==> config.mk <==
export PLATFORM = sky130hd
export DESIGN_NAME = lfu_replacement_table_top_flat
export DESIGN_NICKNAME = d
export VERILOG_FILES = /design/src/sv/lfu_pkg.sv /design/src/sv/lfu_req_if.sv /design/src/sv/lfu_res_if.sv /design/src/sv/lfu_replacement_table_top.sv /design/src/sv/lfu_cell.sv /design/src/flat_wrapper.sv
export SDC_FILE = /design/constraint.sdc
export NUM_CORES = 1
export LEC_CHECK = 0
export BUFFER_PORTS_ARGS = -buffer_cell sky130_fd_sc_hd__clkbuf_2
export CAP_MARGIN = 20
export CORE_ASPECT_RATIO = 1.2
export CORE_MARGIN = 4
export CORE_UTILIZATION = 65
export CTS_CLUSTER_DIAMETER = 200
export DETAILED_ROUTE_END_ITERATION = 10
export GPL_TIMING_DRIVEN = 0
export HOLD_SLACK_MARGIN = 0.05
export PLACE_DENSITY = 0.82
export SETUP_SLACK_MARGIN = 0.3
export SYNTH_ARGS = -nofsm -noshare
export SYNTH_HDL_FRONTEND = slang
export SYNTH_HIERARCHICAL = 1
export SYNTH_SLANG_ARGS = --single-unit
==> constraint.sdc <==
create_clock -name i_clk -period 5.4 [get_ports i_clk]
set_clock_uncertainty 0.05 [all_clocks]
set_input_delay 0.27 -clock i_clk [delete_from_list [all_inputs] [get_ports i_clk]]
set_output_delay 0.27 -clock i_clk [all_outputs]
set_load 0.03 [all_outputs]
==> src/sv/lfu_pkg.sv <==
// Shared constants and types for the LFU replacement table.
package lfu_pkg;

    // Default sizes of the table.
    localparam int LFU_ENTRIES     = 8;
    localparam int LFU_KEY_WIDTH   = 16;
    localparam int LFU_COUNT_WIDTH = 16;
    localparam int LFU_MISS_WIDTH  = 32;

    // Control flags of the scan item that walks the cell chain.
    typedef struct packed {
        logic tv;     // a scan item is present at this position
        logic hit;    // a valid entry with the same key was found
        logic empty;  // an empty entry was found
    } t_scan_ctl;

endpackage

==> src/sv/lfu_req_if.sv <==
// Request channel: valid/ready handshake carrying one lookup key.
interface lfu_req_if #(
    parameter int KEY_WIDTH = lfu_pkg::LFU_KEY_WIDTH
);
    logic                 valid;
    logic                 ready;
    logic [KEY_WIDTH-1:0] request_key;

    modport source (output valid, output request_key, input ready);
    modport sink   (input valid, input request_key, output ready);
endinterface

==> src/sv/lfu_res_if.sv <==
// Result channel: valid/ready handshake carrying one lookup result.
interface lfu_res_if #(
    parameter int COUNT_WIDTH = lfu_pkg::LFU_COUNT_WIDTH,
    parameter int SLOT_WIDTH  = 3
);
    logic                               valid;
    logic                               ready;
    logic                               hit;
    logic [SLOT_WIDTH-1:0]              slot;
    logic [COUNT_WIDTH-1:0]             use_count;
    logic                               filled_empty;
    logic                               evicted;
    logic [lfu_pkg::LFU_MISS_WIDTH-1:0] miss_count;

    modport source (output valid, output hit, output slot, output use_count,
                    output filled_empty, output evicted, output miss_count,
                    input ready);
    modport sink   (input valid, input hit, input slot, input use_count,
                    input filled_empty, input evicted, input miss_count,
                    output ready);
endinterface

==> src/sv/lfu_replacement_table_top.sv <==
// A request is taken only while idle: it walks the cell chain one cell per cycle,
// then the chosen entry is written and the result registered; a new request is taken
// only once that result has moved into the output register.
// A waiting result is held in the output register while the next request is taken.
// Reset (synchronous, active low) clears all valid bits, use counts and the eviction
// counter at once; no clearing pass is needed.
module lfu_replacement_table_top #(
    parameter int ENTRIES     = lfu_pkg::LFU_ENTRIES,
    parameter int KEY_WIDTH   = lfu_pkg::LFU_KEY_WIDTH,
    parameter int COUNT_WIDTH = lfu_pkg::LFU_COUNT_WIDTH
) (
    input  logic       i_clk,
    input  logic       i_rst_n,
    lfu_req_if.sink    i_req,
    lfu_res_if.source  o_res
);
    import lfu_pkg::*;

    localparam int IDX_W = $clog2(ENTRIES);

    localparam logic [1:0] S_IDLE = 2'd0;
    localparam logic [1:0] S_SCAN = 2'd1;
    localparam logic [1:0] S_DONE = 2'd2;

    logic [1:0] r_state, n_state;

    // Chain links: position k feeds cell k, position ENTRIES is the chain's end.
    t_scan_ctl              w_ctl       [ENTRIES+1];
    logic [KEY_WIDTH-1:0]   w_key       [ENTRIES+1];
    logic [IDX_W-1:0]       w_hit_idx   [ENTRIES+1];
    logic [COUNT_WIDTH-1:0] w_hit_cnt   [ENTRIES+1];
    logic [IDX_W-1:0]       w_empty_idx [ENTRIES+1];
    logic [COUNT_WIDTH-1:0] w_min_cnt   [ENTRIES+1];
    logic [IDX_W-1:0]       w_min_idx   [ENTRIES+1];
    logic [ENTRIES-1:0]     w_tv_vec;

    logic                   w_accept;
    logic                   w_done;
    logic                   w_evict;
    logic                   w_fill;
    logic [IDX_W-1:0]       w_slot;
    logic [COUNT_WIDTH-1:0] w_count;

    logic [LFU_MISS_WIDTH-1:0] r_miss_count, n_miss_count;

    // Finished result waiting for the output register.
    logic                      r_res_hit;
    logic [IDX_W-1:0]          r_res_slot;
    logic [COUNT_WIDTH-1:0]    r_res_count;
    logic                      r_res_fill;
    logic                      r_res_evict;
    logic [LFU_MISS_WIDTH-1:0] r_res_miss;

    // Output register.
    logic                      r_o_valid;
    logic                      r_o_hit;
    logic [IDX_W-1:0]          r_o_slot;
    logic [COUNT_WIDTH-1:0]    r_o_count;
    logic                      r_o_fill;
    logic                      r_o_evict;
    logic [LFU_MISS_WIDTH-1:0] r_o_miss;
    logic                      w_o_load;

    // Requests enter only when the chain is free.
    assign i_req.ready = (r_state == S_IDLE);
    assign w_accept    = i_req.valid && i_req.ready;

    // Launch the scan item into the first cell; the minimum starts at the top value.
    assign w_ctl[0]       = '{tv: w_accept, hit: 1'b0, empty: 1'b0};
    assign w_key[0]       = i_req.request_key;
    assign w_hit_idx[0]   = '0;
    assign w_hit_cnt[0]   = '0;
    assign w_empty_idx[0] = '0;
    assign w_min_cnt[0]   = '1;
    assign w_min_idx[0]   = '0;

    // The row of entry cells.
    for (genvar g = 0; g < ENTRIES; g++) begin : g_cell
        lfu_cell #(
            .KEY_WIDTH   (KEY_WIDTH),
            .COUNT_WIDTH (COUNT_WIDTH),
            .IDX_W       (IDX_W),
            .INDEX       (g)
        ) u_cell (
            .i_clk       (i_clk),
            .i_rst_n     (i_rst_n),
            .i_ctl       (w_ctl[g]),
            .i_key       (w_key[g]),
            .i_hit_idx   (w_hit_idx[g]),
            .i_hit_cnt   (w_hit_cnt[g]),
            .i_empty_idx (w_empty_idx[g]),
            .i_min_cnt   (w_min_cnt[g]),
            .i_min_idx   (w_min_idx[g]),
            .o_ctl       (w_ctl[g+1]),
            .o_key       (w_key[g+1]),
            .o_hit_idx   (w_hit_idx[g+1]),
            .o_hit_cnt   (w_hit_cnt[g+1]),
            .o_empty_idx (w_empty_idx[g+1]),
            .o_min_cnt   (w_min_cnt[g+1]),
            .o_min_idx   (w_min_idx[g+1]),
            .i_upd_en    (w_done),
            .i_upd_idx   (w_slot),
            .i_upd_key   (w_key[ENTRIES]),
            .i_upd_count (w_count)
        );
        assign w_tv_vec[g] = w_ctl[g+1].tv;
    end

    // Decision at the end of the chain: hit, else first empty entry, else lowest count.
    assign w_done = (r_state == S_SCAN) && w_ctl[ENTRIES].tv;

    always_comb begin
        w_evict = 1'b0;
        w_fill  = 1'b0;
        if (w_ctl[ENTRIES].hit) begin
            w_slot  = w_hit_idx[ENTRIES];
            w_count = (w_hit_cnt[ENTRIES] == '1) ? w_hit_cnt[ENTRIES]
                                                 : w_hit_cnt[ENTRIES] + 1'b1;
        end else if (w_ctl[ENTRIES].empty) begin
            w_slot  = w_empty_idx[ENTRIES];
            w_count = COUNT_WIDTH'(1);
            w_fill  = 1'b1;
        end else begin
            w_slot  = w_min_idx[ENTRIES];
            w_count = COUNT_WIDTH'(1);
            w_evict = 1'b1;
        end
    end

    // Saturating eviction counter.
    always_comb begin
        n_miss_count = r_miss_count;
        if (w_done && w_evict && (r_miss_count != '1)) begin
            n_miss_count = r_miss_count + 1'b1;
        end
    end

    // Sequencer: idle, scanning, result waiting for the output register.
    assign w_o_load = (r_state == S_DONE) && (!r_o_valid || o_res.ready);

    always_comb begin
        n_state = r_state;
        case (r_state)
            S_IDLE:  if (w_accept) n_state = S_SCAN;
            S_SCAN:  if (w_done) n_state = S_DONE;
            S_DONE:  if (w_o_load) n_state = S_IDLE;
            default: n_state = S_IDLE;
        endcase
    end

    always_ff @(posedge i_clk) begin
        if (!i_rst_n) begin
            r_state      <= S_IDLE;
            r_miss_count <= '0;
        end else begin
            r_state      <= n_state;
            r_miss_count <= n_miss_count;
        end
    end

    // Capture the finished result.
    always_ff @(posedge i_clk) begin
        if (w_done) begin
            r_res_hit   <= w_ctl[ENTRIES].hit;
            r_res_slot  <= w_slot;
            r_res_count <= w_count;
            r_res_fill  <= w_fill;
            r_res_evict <= w_evict;
            r_res_miss  <= n_miss_count;
        end
    end

    // Output register and its valid flag.
    always_ff @(posedge i_clk) begin
        if (!i_rst_n) begin
            r_o_valid <= 1'b0;
        end else if (w_o_load) begin
            r_o_valid <= 1'b1;
        end else if (o_res.ready) begin
            r_o_valid <= 1'b0;
        end
    end

    always_ff @(posedge i_clk) begin
        if (w_o_load) begin
            r_o_hit   <= r_res_hit;
            r_o_slot  <= r_res_slot;
            r_o_count <= r_res_count;
            r_o_fill  <= r_res_fill;
            r_o_evict <= r_res_evict;
            r_o_miss  <= r_res_miss;
        end
    end

    assign o_res.valid        = r_o_valid;
    assign o_res.hit          = r_o_hit;
    assign o_res.slot         = r_o_slot;
    assign o_res.use_count    = r_o_count;
    assign o_res.filled_empty = r_o_fill;
    assign o_res.evicted      = r_o_evict;
    assign o_res.miss_count   = r_o_miss;

`ifndef SYNTHESIS
    // At most one scan item is in the chain at any time.
    a_one_item: assert property (@(posedge i_clk) disable iff (!i_rst_n)
        $onehot0(w_tv_vec))
        else $error("more than one scan item in the cell chain");

    // The scan item reaches the end of the chain only while scanning.
    a_end_in_scan: assert property (@(posedge i_clk) disable iff (!i_rst_n)
        w_ctl[ENTRIES].tv |-> (r_state == S_SCAN))
        else $error("scan item at chain end outside the scan state");

    // A result is at most one of hit, fill and eviction, and exactly one of them.
    a_result_kind: assert property (@(posedge i_clk) disable iff (!i_rst_n)
        r_o_valid |-> $onehot({r_o_hit, r_o_fill, r_o_evict}))
        else $error("result kind flags are not exclusive");

    // The eviction counter never falls.
    a_miss_mono: assert property (@(posedge i_clk) disable iff (!i_rst_n)
        $past(i_rst_n) |-> (r_miss_count >= $past(r_miss_count)))
        else $error("eviction counter decreased");
`endif

endmodule

==> src/sv/lfu_cell.sv <==
// One table entry: holds key, valid bit and use count, and folds its state into the scan item.
module lfu_cell #(
    parameter int KEY_WIDTH   = 16,
    parameter int COUNT_WIDTH = 16,
    parameter int IDX_W       = 3,
    parameter int INDEX       = 0
) (
    input  logic                   i_clk,
    input  logic                   i_rst_n,
    // Scan item from the left neighbor.
    input  lfu_pkg::t_scan_ctl     i_ctl,
    input  logic [KEY_WIDTH-1:0]   i_key,
    input  logic [IDX_W-1:0]       i_hit_idx,
    input  logic [COUNT_WIDTH-1:0] i_hit_cnt,
    input  logic [IDX_W-1:0]       i_empty_idx,
    input  logic [COUNT_WIDTH-1:0] i_min_cnt,
    input  logic [IDX_W-1:0]       i_min_idx,
    // Scan item to the right neighbor.
    output lfu_pkg::t_scan_ctl     o_ctl,
    output logic [KEY_WIDTH-1:0]   o_key,
    output logic [IDX_W-1:0]       o_hit_idx,
    output logic [COUNT_WIDTH-1:0] o_hit_cnt,
    output logic [IDX_W-1:0]       o_empty_idx,
    output logic [COUNT_WIDTH-1:0] o_min_cnt,
    output logic [IDX_W-1:0]       o_min_idx,
    // Entry write broadcast at the end of a scan.
    input  logic                   i_upd_en,
    input  logic [IDX_W-1:0]       i_upd_idx,
    input  logic [KEY_WIDTH-1:0]   i_upd_key,
    input  logic [COUNT_WIDTH-1:0] i_upd_count
);
    import lfu_pkg::*;

    localparam logic [IDX_W-1:0] MY_IDX = IDX_W'(INDEX);

    // Entry state.
    logic                   r_valid;
    logic [KEY_WIDTH-1:0]   r_key;
    logic [COUNT_WIDTH-1:0] r_count;

    // Registered scan item and its next value.
    t_scan_ctl              r_ctl,       n_ctl;
    logic [KEY_WIDTH-1:0]   r_skey;
    logic [IDX_W-1:0]       r_hit_idx,   n_hit_idx;
    logic [COUNT_WIDTH-1:0] r_hit_cnt,   n_hit_cnt;
    logic [IDX_W-1:0]       r_empty_idx, n_empty_idx;
    logic [COUNT_WIDTH-1:0] r_min_cnt,   n_min_cnt;
    logic [IDX_W-1:0]       r_min_idx,   n_min_idx;

    // Fold this entry into the scan: first match, first empty, strict lowest count.
    always_comb begin
        n_ctl       = i_ctl;
        n_hit_idx   = i_hit_idx;
        n_hit_cnt   = i_hit_cnt;
        n_empty_idx = i_empty_idx;
        n_min_cnt   = i_min_cnt;
        n_min_idx   = i_min_idx;
        if (!i_ctl.hit && r_valid && (r_key == i_key)) begin
            n_ctl.hit = 1'b1;
            n_hit_idx = MY_IDX;
            n_hit_cnt = r_count;
        end
        if (!i_ctl.empty && !r_valid) begin
            n_ctl.empty = 1'b1;
            n_empty_idx = MY_IDX;
        end
        if (r_count < i_min_cnt) begin
            n_min_cnt = r_count;
            n_min_idx = MY_IDX;
        end
    end

    // Scan item register: only the presence flag needs a reset.
    always_ff @(posedge i_clk) begin
        if (!i_rst_n) begin
            r_ctl <= '0;
        end else begin
            r_ctl <= n_ctl;
        end
    end

    always_ff @(posedge i_clk) begin
        r_skey      <= i_key;
        r_hit_idx   <= n_hit_idx;
        r_hit_cnt   <= n_hit_cnt;
        r_empty_idx <= n_empty_idx;
        r_min_cnt   <= n_min_cnt;
        r_min_idx   <= n_min_idx;
    end

    // Entry write at the end of every scan (hit, fill or eviction); the key needs no reset.
    always_ff @(posedge i_clk) begin
        if (!i_rst_n) begin
            r_valid <= 1'b0;
            r_count <= '0;
        end else if (i_upd_en && (i_upd_idx == MY_IDX)) begin
            r_valid <= 1'b1;
            r_count <= i_upd_count;
        end
    end

    always_ff @(posedge i_clk) begin
        if (i_upd_en && (i_upd_idx == MY_IDX)) begin
            r_key <= i_upd_key;
        end
    end

    assign o_ctl       = r_ctl;
    assign o_key       = r_skey;
    assign o_hit_idx   = r_hit_idx;
    assign o_hit_cnt   = r_hit_cnt;
    assign o_empty_idx = r_empty_idx;
    assign o_min_cnt   = r_min_cnt;
    assign o_min_idx   = r_min_idx;

endmodule
==> src/flat_wrapper.sv <==
// flat-port wrapper written by rule: the top's interface ports become plain ports
module lfu_replacement_table_top_flat import lfu_pkg::*;
#(
    parameter int ENTRIES     = lfu_pkg::LFU_ENTRIES,
    parameter int KEY_WIDTH   = lfu_pkg::LFU_KEY_WIDTH,
    parameter int COUNT_WIDTH = lfu_pkg::LFU_COUNT_WIDTH
)
  (i_clk, i_rst_n, i_req_valid, i_req_request_key, i_req_ready, o_res_valid, o_res_hit, o_res_slot, o_res_use_count, o_res_filled_empty, o_res_evicted, o_res_miss_count, o_res_ready);
  lfu_req_if #(.KEY_WIDTH(KEY_WIDTH)) i_req_i ();
  lfu_res_if #(.COUNT_WIDTH(COUNT_WIDTH)) o_res_i ();
  input  logic i_clk;
  input  logic i_rst_n;
  input wire logic [$bits(i_req_i.valid)-1:0] i_req_valid;
  input wire logic [$bits(i_req_i.request_key)-1:0] i_req_request_key;
  output wire logic [$bits(i_req_i.ready)-1:0] i_req_ready;
  output wire logic [$bits(o_res_i.valid)-1:0] o_res_valid;
  output wire logic [$bits(o_res_i.hit)-1:0] o_res_hit;
  output wire logic [$bits(o_res_i.slot)-1:0] o_res_slot;
  output wire logic [$bits(o_res_i.use_count)-1:0] o_res_use_count;
  output wire logic [$bits(o_res_i.filled_empty)-1:0] o_res_filled_empty;
  output wire logic [$bits(o_res_i.evicted)-1:0] o_res_evicted;
  output wire logic [$bits(o_res_i.miss_count)-1:0] o_res_miss_count;
  input wire logic [$bits(o_res_i.ready)-1:0] o_res_ready;
  assign i_req_i.valid = i_req_valid;
  assign i_req_i.request_key = i_req_request_key;
  assign i_req_ready = i_req_i.ready;
  assign o_res_valid = o_res_i.valid;
  assign o_res_hit = o_res_i.hit;
  assign o_res_slot = o_res_i.slot;
  assign o_res_use_count = o_res_i.use_count;
  assign o_res_filled_empty = o_res_i.filled_empty;
  assign o_res_evicted = o_res_i.evicted;
  assign o_res_miss_count = o_res_i.miss_count;
  assign o_res_i.ready = o_res_ready;
  lfu_replacement_table_top #(.ENTRIES(ENTRIES), .KEY_WIDTH(KEY_WIDTH), .COUNT_WIDTH(COUNT_WIDTH)) u_core (.i_clk(i_clk), .i_rst_n(i_rst_n), .i_req(i_req_i), .o_res(o_res_i));
endmodule
**Yosys cells after proc, flatten, opt, wreduce, memory -nomap -nowiden**

Index checks and enable logic that the tools add are counted.

- Register bits: 862
- Input port bits: 20

- Reductions and logical operators: 62
- $add $sub $neg: 2
- Multiplexer cells: 46
- Magnitude comparators: 8
- Equality and inequality tests: 22

Operators with widths:

| operator | count |
|---|---|
| $mux 16 | 15 |
| $eq 16x16->1 | 8 |
| $lt 16x16->1 | 7 |
| $logic_and 1x1->1 | 35 |
| $add 32x1->32 const B | 1 |
| $mux 32 | 1 |
| $ne 32x32->1 const B | 1 |
| $mux 1 | 24 |
| $logic_not 1->1 | 22 |
| $add 16x1->16 const B | 1 |
| $eq 16x16->1 const B | 1 |
| $lt 16x16->1 const B | 1 |
| $eq 3x3->1 const B | 4 |
| $eq 3x2->1 const B | 2 |
| $mux 2 | 3 |
| $mux 3 | 2 |
| $pmux 2 s3 | 1 |
| $ne 2x2->1 const B | 2 |
| $eq 3x1->1 const B | 1 |
| $logic_not 3->1 | 1 |
| $reduce_and 3->1 | 1 |
| $eq 2x1->1 const B | 1 |
| $eq 2x2->1 const B | 1 |
| $logic_not 2->1 | 1 |
| 3 further kinds | 3 |

**Logic depth before layout (Yosys ltp)**

Gate-level depths: netlist of the first run.

- Word-level depth: 5
- Mapped depth: 9
- Mapped depth without buffers: 8

**By module**

Netlist of the first run, hierarchy kept.

By module, submodules not included:

| module | area an instance (µm²) | cells each | instances |
|---|---|---|---|
| lfu_cell at u_core.g_cell[3].u_cell ... | 3389.5 | 271 | 3 |
| lfu_cell at u_core.g_cell[1].u_cell ... | 3395.8 | 272 | 2 |
| lfu_replacement_table_top | 5779.3 | 445 | 1 |
| lfu_cell at u_core.g_cell[0].u_cell | 3403.3 | 272 | 1 |
| lfu_cell at u_core.g_cell[4].u_cell | 3389.5 | 272 | 1 |
| lfu_cell at u_core.g_cell[7].u_cell | 3382.0 | 271 | 1 |

**Least setup slack after synthesis of the first run**

Ideal clock, no wire load.

- Path kind: reg-to-reg
- Start: register u_core.r_state[1]
- End: register u_core.g_cell[3].u_cell.r_key[0] (enable)
- Setup time: 0.387 ns
- Cell stages (with the launch flop): 6
- Data required time: 4.963 ns
- Period minus slack after synthesis: 3.622 ns
- Arrival: 3.186 ns
- Buffers on the path: 1
- Slack: 1.778 ns
- Path through: dfxtp_1 > nand3b_1 > inv_1 > nand4b_1 > clkinv_1 > clkbuf_1

- Longest elaborated chain between the ends: 3

RTL lines:

| element | RTL line | text |
|---|---|---|
| start: declaration | lfu_replacement_table_top.sv:25 | `logic [1:0] r_state, n_state;` |
| start signal: assignment | lfu_replacement_table_top.sv:156 | `r_state <= n_state;` |
| $eq 2x1->1 | lfu_replacement_table_top.sv:110 | `assign w_done = (r_state == S_SCAN) && w_ctl[ENTRIES].tv;` |
| $logic_and 1x1->1 | lfu_replacement_table_top.sv:110 |  |
| net u_core.w_done | lfu_replacement_table_top.sv:38 | `logic w_done;` |
| $logic_and 1x1->1 | lfu_cell.sv:103 | `if (i_upd_en && (i_upd_idx == MY_IDX)) begin` |
| end signal: assignment | lfu_cell.sv:104 | `r_key <= i_upd_key;` |
| end: declaration | lfu_cell.sv:38 | `logic [KEY_WIDTH-1:0] r_key;` |

The timed path passes the listed nets, and every way through them passes these cells.
A chain may end at the register's enable or synchronous reset.

**Final worst setup path of the first run**

- Start: register u_core.g_cell[7].u_cell.r_ctl, in the netlist u_core/g_cell[7].u_cell/o_ctl[1]
- End: register u_core.g_cell[0].u_cell.r_count[9]

- Longest elaborated chain between the ends: 3

RTL lines:

| element | RTL line | text |
|---|---|---|
| start: declaration | lfu_cell.sv:42 | `t_scan_ctl r_ctl, n_ctl;` |
| start signal: assignment | lfu_cell.sv:78 | `r_ctl <= n_ctl;` |
| $mux 3 | lfu_replacement_table_top.sv:115 | `if (w_ctl[ENTRIES].hit) begin` |
| net u_core.w_slot[2] | lfu_replacement_table_top.sv:41 | `logic [IDX_W-1:0] w_slot;` |
| $logic_not 3->1 | lfu_cell.sv:96 | `end else if (i_upd_en && (i_upd_idx == MY_IDX)) begin` |
| $logic_and 1x1->1 | lfu_cell.sv:96 |  |
| end signal: assignment | lfu_cell.sv:98 | `r_count <= i_upd_count;` |
| end: declaration | lfu_cell.sv:39 | `logic [COUNT_WIDTH-1:0] r_count;` |

The timed path passes the listed nets, and every way through them passes these cells.

==> metrics, run 1 <==
Die H=about 250 µm; die width=approximately 210 µm; DP Cell Count=3,368; Post-Syn Instances=between 2k and 3k; CTS tree=built; Detail Route Antenna Nets=0; syn_area_per_cell=~13 µm²; DRC=0; pin count of the biggest net entering global routing=48; fin. max-slew vios=0; Worst setup SP type=flip-flop; min Tclk post-route=roughly 3.6 ns; Initial Utilization=0.658; reg-to-reg slack, setup=1.78 ns; hold-critical path depth=2; global placer's final weighted congestion=0.906; antenna fix cells=0; VDD IR max=between 0.0002 and 0.00025 V; vias in the first global route=approximately 20k; status=completed; Setup CP Type=flip-flop to flip-flop; Cell Rows=between 80 and 90; Slew headroom=0.224; most frequent cells in the layout=635 x dfxtp_1, 316 x nand2_1, 236 x edfxtp_1; final setup TNS=0 ns; Num CTS Buffers=78; core area=~49,000 µm²; actual slew at the worst max-slew pin=between 1 and 1.5 ns; first-pass GRT wire length=around 100,000 µm; Area growth, synth to finish=13.5%; crit path DAT=roughly 4.1 ns; via count=18.9k; Clock Latency Late Sink=approximately 0.61 ns; reg2reg path depth=9; Hold Crit Endpoint=u_core/g_cell[0].u_cell/o_ctl[1]; CP Max Fanout=25; First-pass DRT Iterations=5; I/O pin cnt=76; Post-CTS Setup Inserts=0; Mapped Area=32,400 µm²; Worst Path Required=5.86 ns; most common cell after layout, fill and taps aside=dfxtp_1; clk sinks=~870; post-route insts no fill=between 3k and 4k; GRT Total Usage=0.236; I/O Buffers=74; setup violators final=0; htree depth=3; Max-cap violations=0; Max Freq=roughly 0.28 GHz; share of layout cells above drive strength 1=0.182; Die ar.=53,500 µm²; Fillers=between 3k and 4k; Final Hold Vio Count=0; RR Startpoint=u_core/g_cell[7].u_cell/o_ctl[1]; DPL Wire Length=between 40,000 and 50,000 µm; DR WL/cell=approximately 18 µm; Max clock buf depth=3; CTS clk-pin slew, worst paths=0.06 ns; total grt overflow=0; clk root buf=clkbuf_16; antenna violations before repair=0; Ys Warns=6; vias per cell=roughly 5.3; Iter 0 DRT Violations=~940; Worst setup EP type=flip-flop; nets@finish=2,974; DRT Wirelength=between 60,000 and 70,000 µm; period utilization=0.671; Worst R2R End=u_core/g_cell[0].u_cell/r_count[9]; Leak=0.0144 µW; Pwr Density=about 340 nW/µm²; Hold Path Class=input pin to flip-flop; HP Start=i_rst_n; RSZ-0062 raised after global routing=no
==> critical path, cell delays in order (launching register included) <==
cell and delay [ns]:
dfxtp_1 0.49, clkbuf_1 0.48, o21ai_0 0.48, buf_2 0.32
or4b_2 0.69, buf_2 0.21, clkinv_1 0.16, buf_4 0.33
nand2_1 0.10, a21boi_0 0.20
==> power breakdown <==
group / switching [µW] / internal (µW) / total [µW]
registers: 84.8 / 6810 / 6900
logic: 108 / 117 / 225
clock network: 2300 / 3140 / 5440
total: 2490 / 10100 / 12600
==> layout make-up <==
| type | count | area, µm² | share of cell area |
|---|---|---|---|
| clock buffers | 113 | 2320 | 0.0631 |
| well taps | 637 | 797 | 0.0217 |
| plain buffers | 79 | 500 | 0.0136 |
| flip-flops and latches | 871 | 19800 | 0.539 |
| repair buffers | 109 | 751 | 0.0204 |
| multi-input cells | 1533 | 11700 | 0.319 |
| inverters | 160 | 601 | 0.0163 |
| clock inverters | 29 | 258 | 0.00701 |
==> state kept, by name, summed over array words and instances (netlist names), 2 cells and up <==
| signal | cells |
|---|---|
| u_core/g_cell.u_cell/o_hit_cnt | 128 |
| u_core/g_cell.u_cell/o_key | 128 |
| u_core/g_cell.u_cell/r_count | 128 |
| u_core/g_cell.u_cell/r_key | 128 |
| u_core/g_cell.u_cell/o_min_cnt | 112 |
| u_core/o_res.miss_count | 32 |
| u_core/r_miss_count | 32 |
| u_core/r_res_miss | 32 |
| u_core/g_cell.u_cell/o_ctl | 24 |
| u_core/g_cell.u_cell/o_empty_idx | 24 |
| u_core/g_cell.u_cell/o_hit_idx | 24 |
| u_core/g_cell.u_cell/o_min_idx | 24 |
| u_core/o_res.use_count | 16 |
| u_core/r_res_count | 16 |
| u_core/g_cell.u_cell/r_valid | 8 |
| u_core/o_res.slot | 3 |
| u_core/r_res_slot | 3 |
| u_core/r_state | 2 |
==> how the worst max path moves through the flow <==
stage | from | endpoint | slack (ns) | depth (start not counted)
6_report | u_core/g_cell[7].u_cell/o_ctl[1] | u_core/g_cell[0].u_cell/r_count[9] | 1.78 | 9
3_3_place_gp | u_core/r_state[1] | u_core/g_cell[3].u_cell/r_key[7] | 0.59 | 5
5_1_grt | u_core/g_cell[7].u_cell/o_ctl[1] | u_core/g_cell[1].u_cell/r_count[12] | 1.65 | 11
2_1_floorplan | u_core/r_state[1] | u_core/g_cell[3].u_cell/r_key[0] | 1.78 | 5
3_5_place_dp | u_core/g_cell[7].u_cell/o_hit_cnt[0] | u_core/g_cell[2].u_cell/r_count[1] | 1.75 | 7
4_1_cts | u_core/g_cell[7].u_cell/o_hit_cnt[0] | u_core/g_cell[7].u_cell/r_count[1] | 1.66 | 7
==> repair_timing <==
item / in CTS / in global routing
resized for setup: 0 / 0
setup endpoints to repair: 0 / 0
endpoints found under the hold margin: 87 / 0
hold buffers: 19 / 0
==> layer usage <==
layer  vias up  GRT usage  wire, µm
li1       9378          -         -
met1      8980      0.277     25100
met2       386      0.430     32900
met3       135     0.0310      2360
met4         0      0.102      2460
met5         -          0         0
==> metrics by stage <==
stage                     worst slack, ns  power, µW   util  area, µm²  hold slack, ns
after floorplan                      1.78       7150      -      32600           0.248
after global placement              0.594       7230  0.686      33800           0.307
after detailed placement             1.75       7240  0.690      34000           0.304
after CTS                            1.66      12700  0.746      36700          0.0589
after global routing                 1.65      13000  0.747      36700          0.0789
final                                1.78      12600  0.747      36700          0.0884
Power figures use the tool's default switching activity.
==> run 2: changes to the inputs <==
Settings changed: CORE_UTILIZATION 65 to 62, PLACE_DENSITY 0.82 to 0.79.
Clock period 5.4 ns to 3.8 ns, I/O delays scaled along.
==> run 2 against run 1 <==
  * Cell area increased by 0.64%
  * Worst hold slack gained 0.11 ns
  * Total power rose by 45%
  * Clock power increased by 48%
  * Sequential power grew 42%
  * Highest routed layer is now met5
  * Register-to-register slack got worse by 1.3 ns
  * Global-route usage fell by 1.5 points
  * Non-clock buffer count fell by 1
  * Largest power group unchanged
==> metrics, run 2 (synthesized netlist as in run 1, its figures left out) <==
total power=18,200 µW; antenna violations before repair=2; global placer's final weighted congestion=0.894; Cell Rows=approximately 90; DRT Wirelength=61,700 µm; Initial Utilization=0.628; Worst setup SP type=flip-flop; period utilization=0.871; met2 Usage GRT=0.403; total grt overflow=0; via count=18.8k; Hold Path Class=input pin to flip-flop; Leak=around 0.014 µW; min Tclk post-route=~3.3 ns; CTS tree=built; Max-cap violations=0; DPL Wire Length=45,800 µm; Slew headroom=0.233; Worst Path Required=about 4.3 ns; die width=between 200 and 250 µm; htree depth=3; status=completed; Final Hold Vio Count=0; GRT Total Usage=0.221; Setup CP Type=flip-flop to flip-flop; Die H=about 260 µm; first-pass GRT wire length=about 100,000 µm; Max clock buf depth=3; Iter 0 DRT Violations=around 730; RSZ-0062 raised after global routing=yes; gr busiest metal=met2; Place WS=0.0528 ns; Pwr Density=491 nW/µm²; Detail Route Antenna Nets=0; actual slew at the worst max-slew pin=~1.1 ns; I/O pin cnt=76; nets@finish=2,973; Max Freq=approximately 0.30 GHz; Die ar.=approximately 56,000 µm²; reg-to-reg slack, setup=0.49 ns; CTS clk-pin slew, worst paths=~0.07 ns; vias in the first global route=around 20k; DRC=0; M3 GR Usage=0.0335; most common cell after layout, fill and taps aside=dfxtp_1; crit path DAT=3.78 ns; VDD IR max=about 0.00039 V; final setup TNS=0 ns; Worst setup EP type=flip-flop; DR WL/cell=17.2 µm; I/O Buffers=between 70 and 80; clk sinks=871; CP Max Fanout=25; final worst slack=roughly 0.49 ns; Num CTS Buffers=between 70 and 80; vias per cell=~5.2; core area=51,600 µm²; Area growth, synth to finish=14.2%; pin count of the biggest net entering global routing=47; Clock Latency Late Sink=0.62 ns; most frequent cells in the layout=635 x dfxtp_1, 316 x nand2_1, 236 x edfxtp_1; First-pass DRT Iterations=5; grt met1 use=0.249; Post-CTS Setup Inserts=0; clk root buf=clkbuf_16; setup violators final=0; share of layout cells above drive strength 1=0.183; fin. max-slew vios=0
[run 2: changes by cell type in the layout (fill, tap and decap cells not counted), moves of 3 or more]
cell	delta
bufinv_16	+3
clkbuf_1	+4
inv_4	-3
clkinv_2	-7
nor2_1	-3
nor2_2	+3
[run 2: path summary, 6_finish.rpt]
kind / startpoint / end / cells past startpoint
worst max-delay path: u_core/g_cell[7].u_cell/o_ctl[1] / u_core/g_cell[0].u_cell/r_count[9] / 9
worst min-delay path: i_req_request_key[6] / u_core/g_cell[0].u_cell/o_key[6] / 2
worst max register to register: u_core/g_cell[7].u_cell/o_ctl[1] / u_core/g_cell[0].u_cell/r_count[9] / 9
worst min register to register: u_core/g_cell[2].u_cell/o_key[1] / u_core/g_cell[3].u_cell/o_key[1] / 0
[run 2: area by class of cell]
class,count,area (µm²)
inverters,160,604
clock inverters,24,333
plain buffers,79,500
clock buffers,119,2370
flip-flops and latches,871,19800
repair buffers,108,751
diodes,1,2.50
multi-input cells,1533,11700
well taps,697,872
fillers,3430,14600
[run 2: per-layer routing]
metal  up-vias  share of wire
met4         2          0.050
li1       9381              -
met5         -        0.00019
met2       342           0.51
met3       152          0.037
met1      8894           0.40
[run 2: where the power goes]
group / internal (µW) / switching (µW) / total (µW)
Sequential: 9680 / 117 / 9800
Combinational: 167 / 155 / 322
Clock: 4760 / 3280 / 8040
Total: 14600 / 3550 / 18200
[run 2: worst max-delay path, cell delays in order (launching register included)]
cell and delay [ns]:
dfxtp_1 0.51, clkbuf_1 0.50, o21ai_1 0.14, buf_4 0.22
or4b_2 0.74, buf_2 0.21, clkinv_1 0.16, buf_4 0.33
nand2_1 0.11, a21boi_0 0.23
[run 2: per-stage QoR]
step / util / area, µm² / cells / hold slack [ns]
after floorplan: - / 32600 / 2643 / 0.168
final: 0.717 / 37000 / 3592 / 0.197
after global placement: 0.656 / 33900 / 3414 / 0.272
after detailed placement: 0.660 / 34100 / 3428 / 0.270
after global routing: 0.717 / 37000 / 3591 / 0.167
after CTS: 0.716 / 37000 / 3590 / 0.151
[run 2: timing repair]
item	in CTS	in global routing
endpoints found under the setup margin	54	58
gates resized for setup	1	4
endpoints found under the hold margin	189	0
hold buffers	19	0
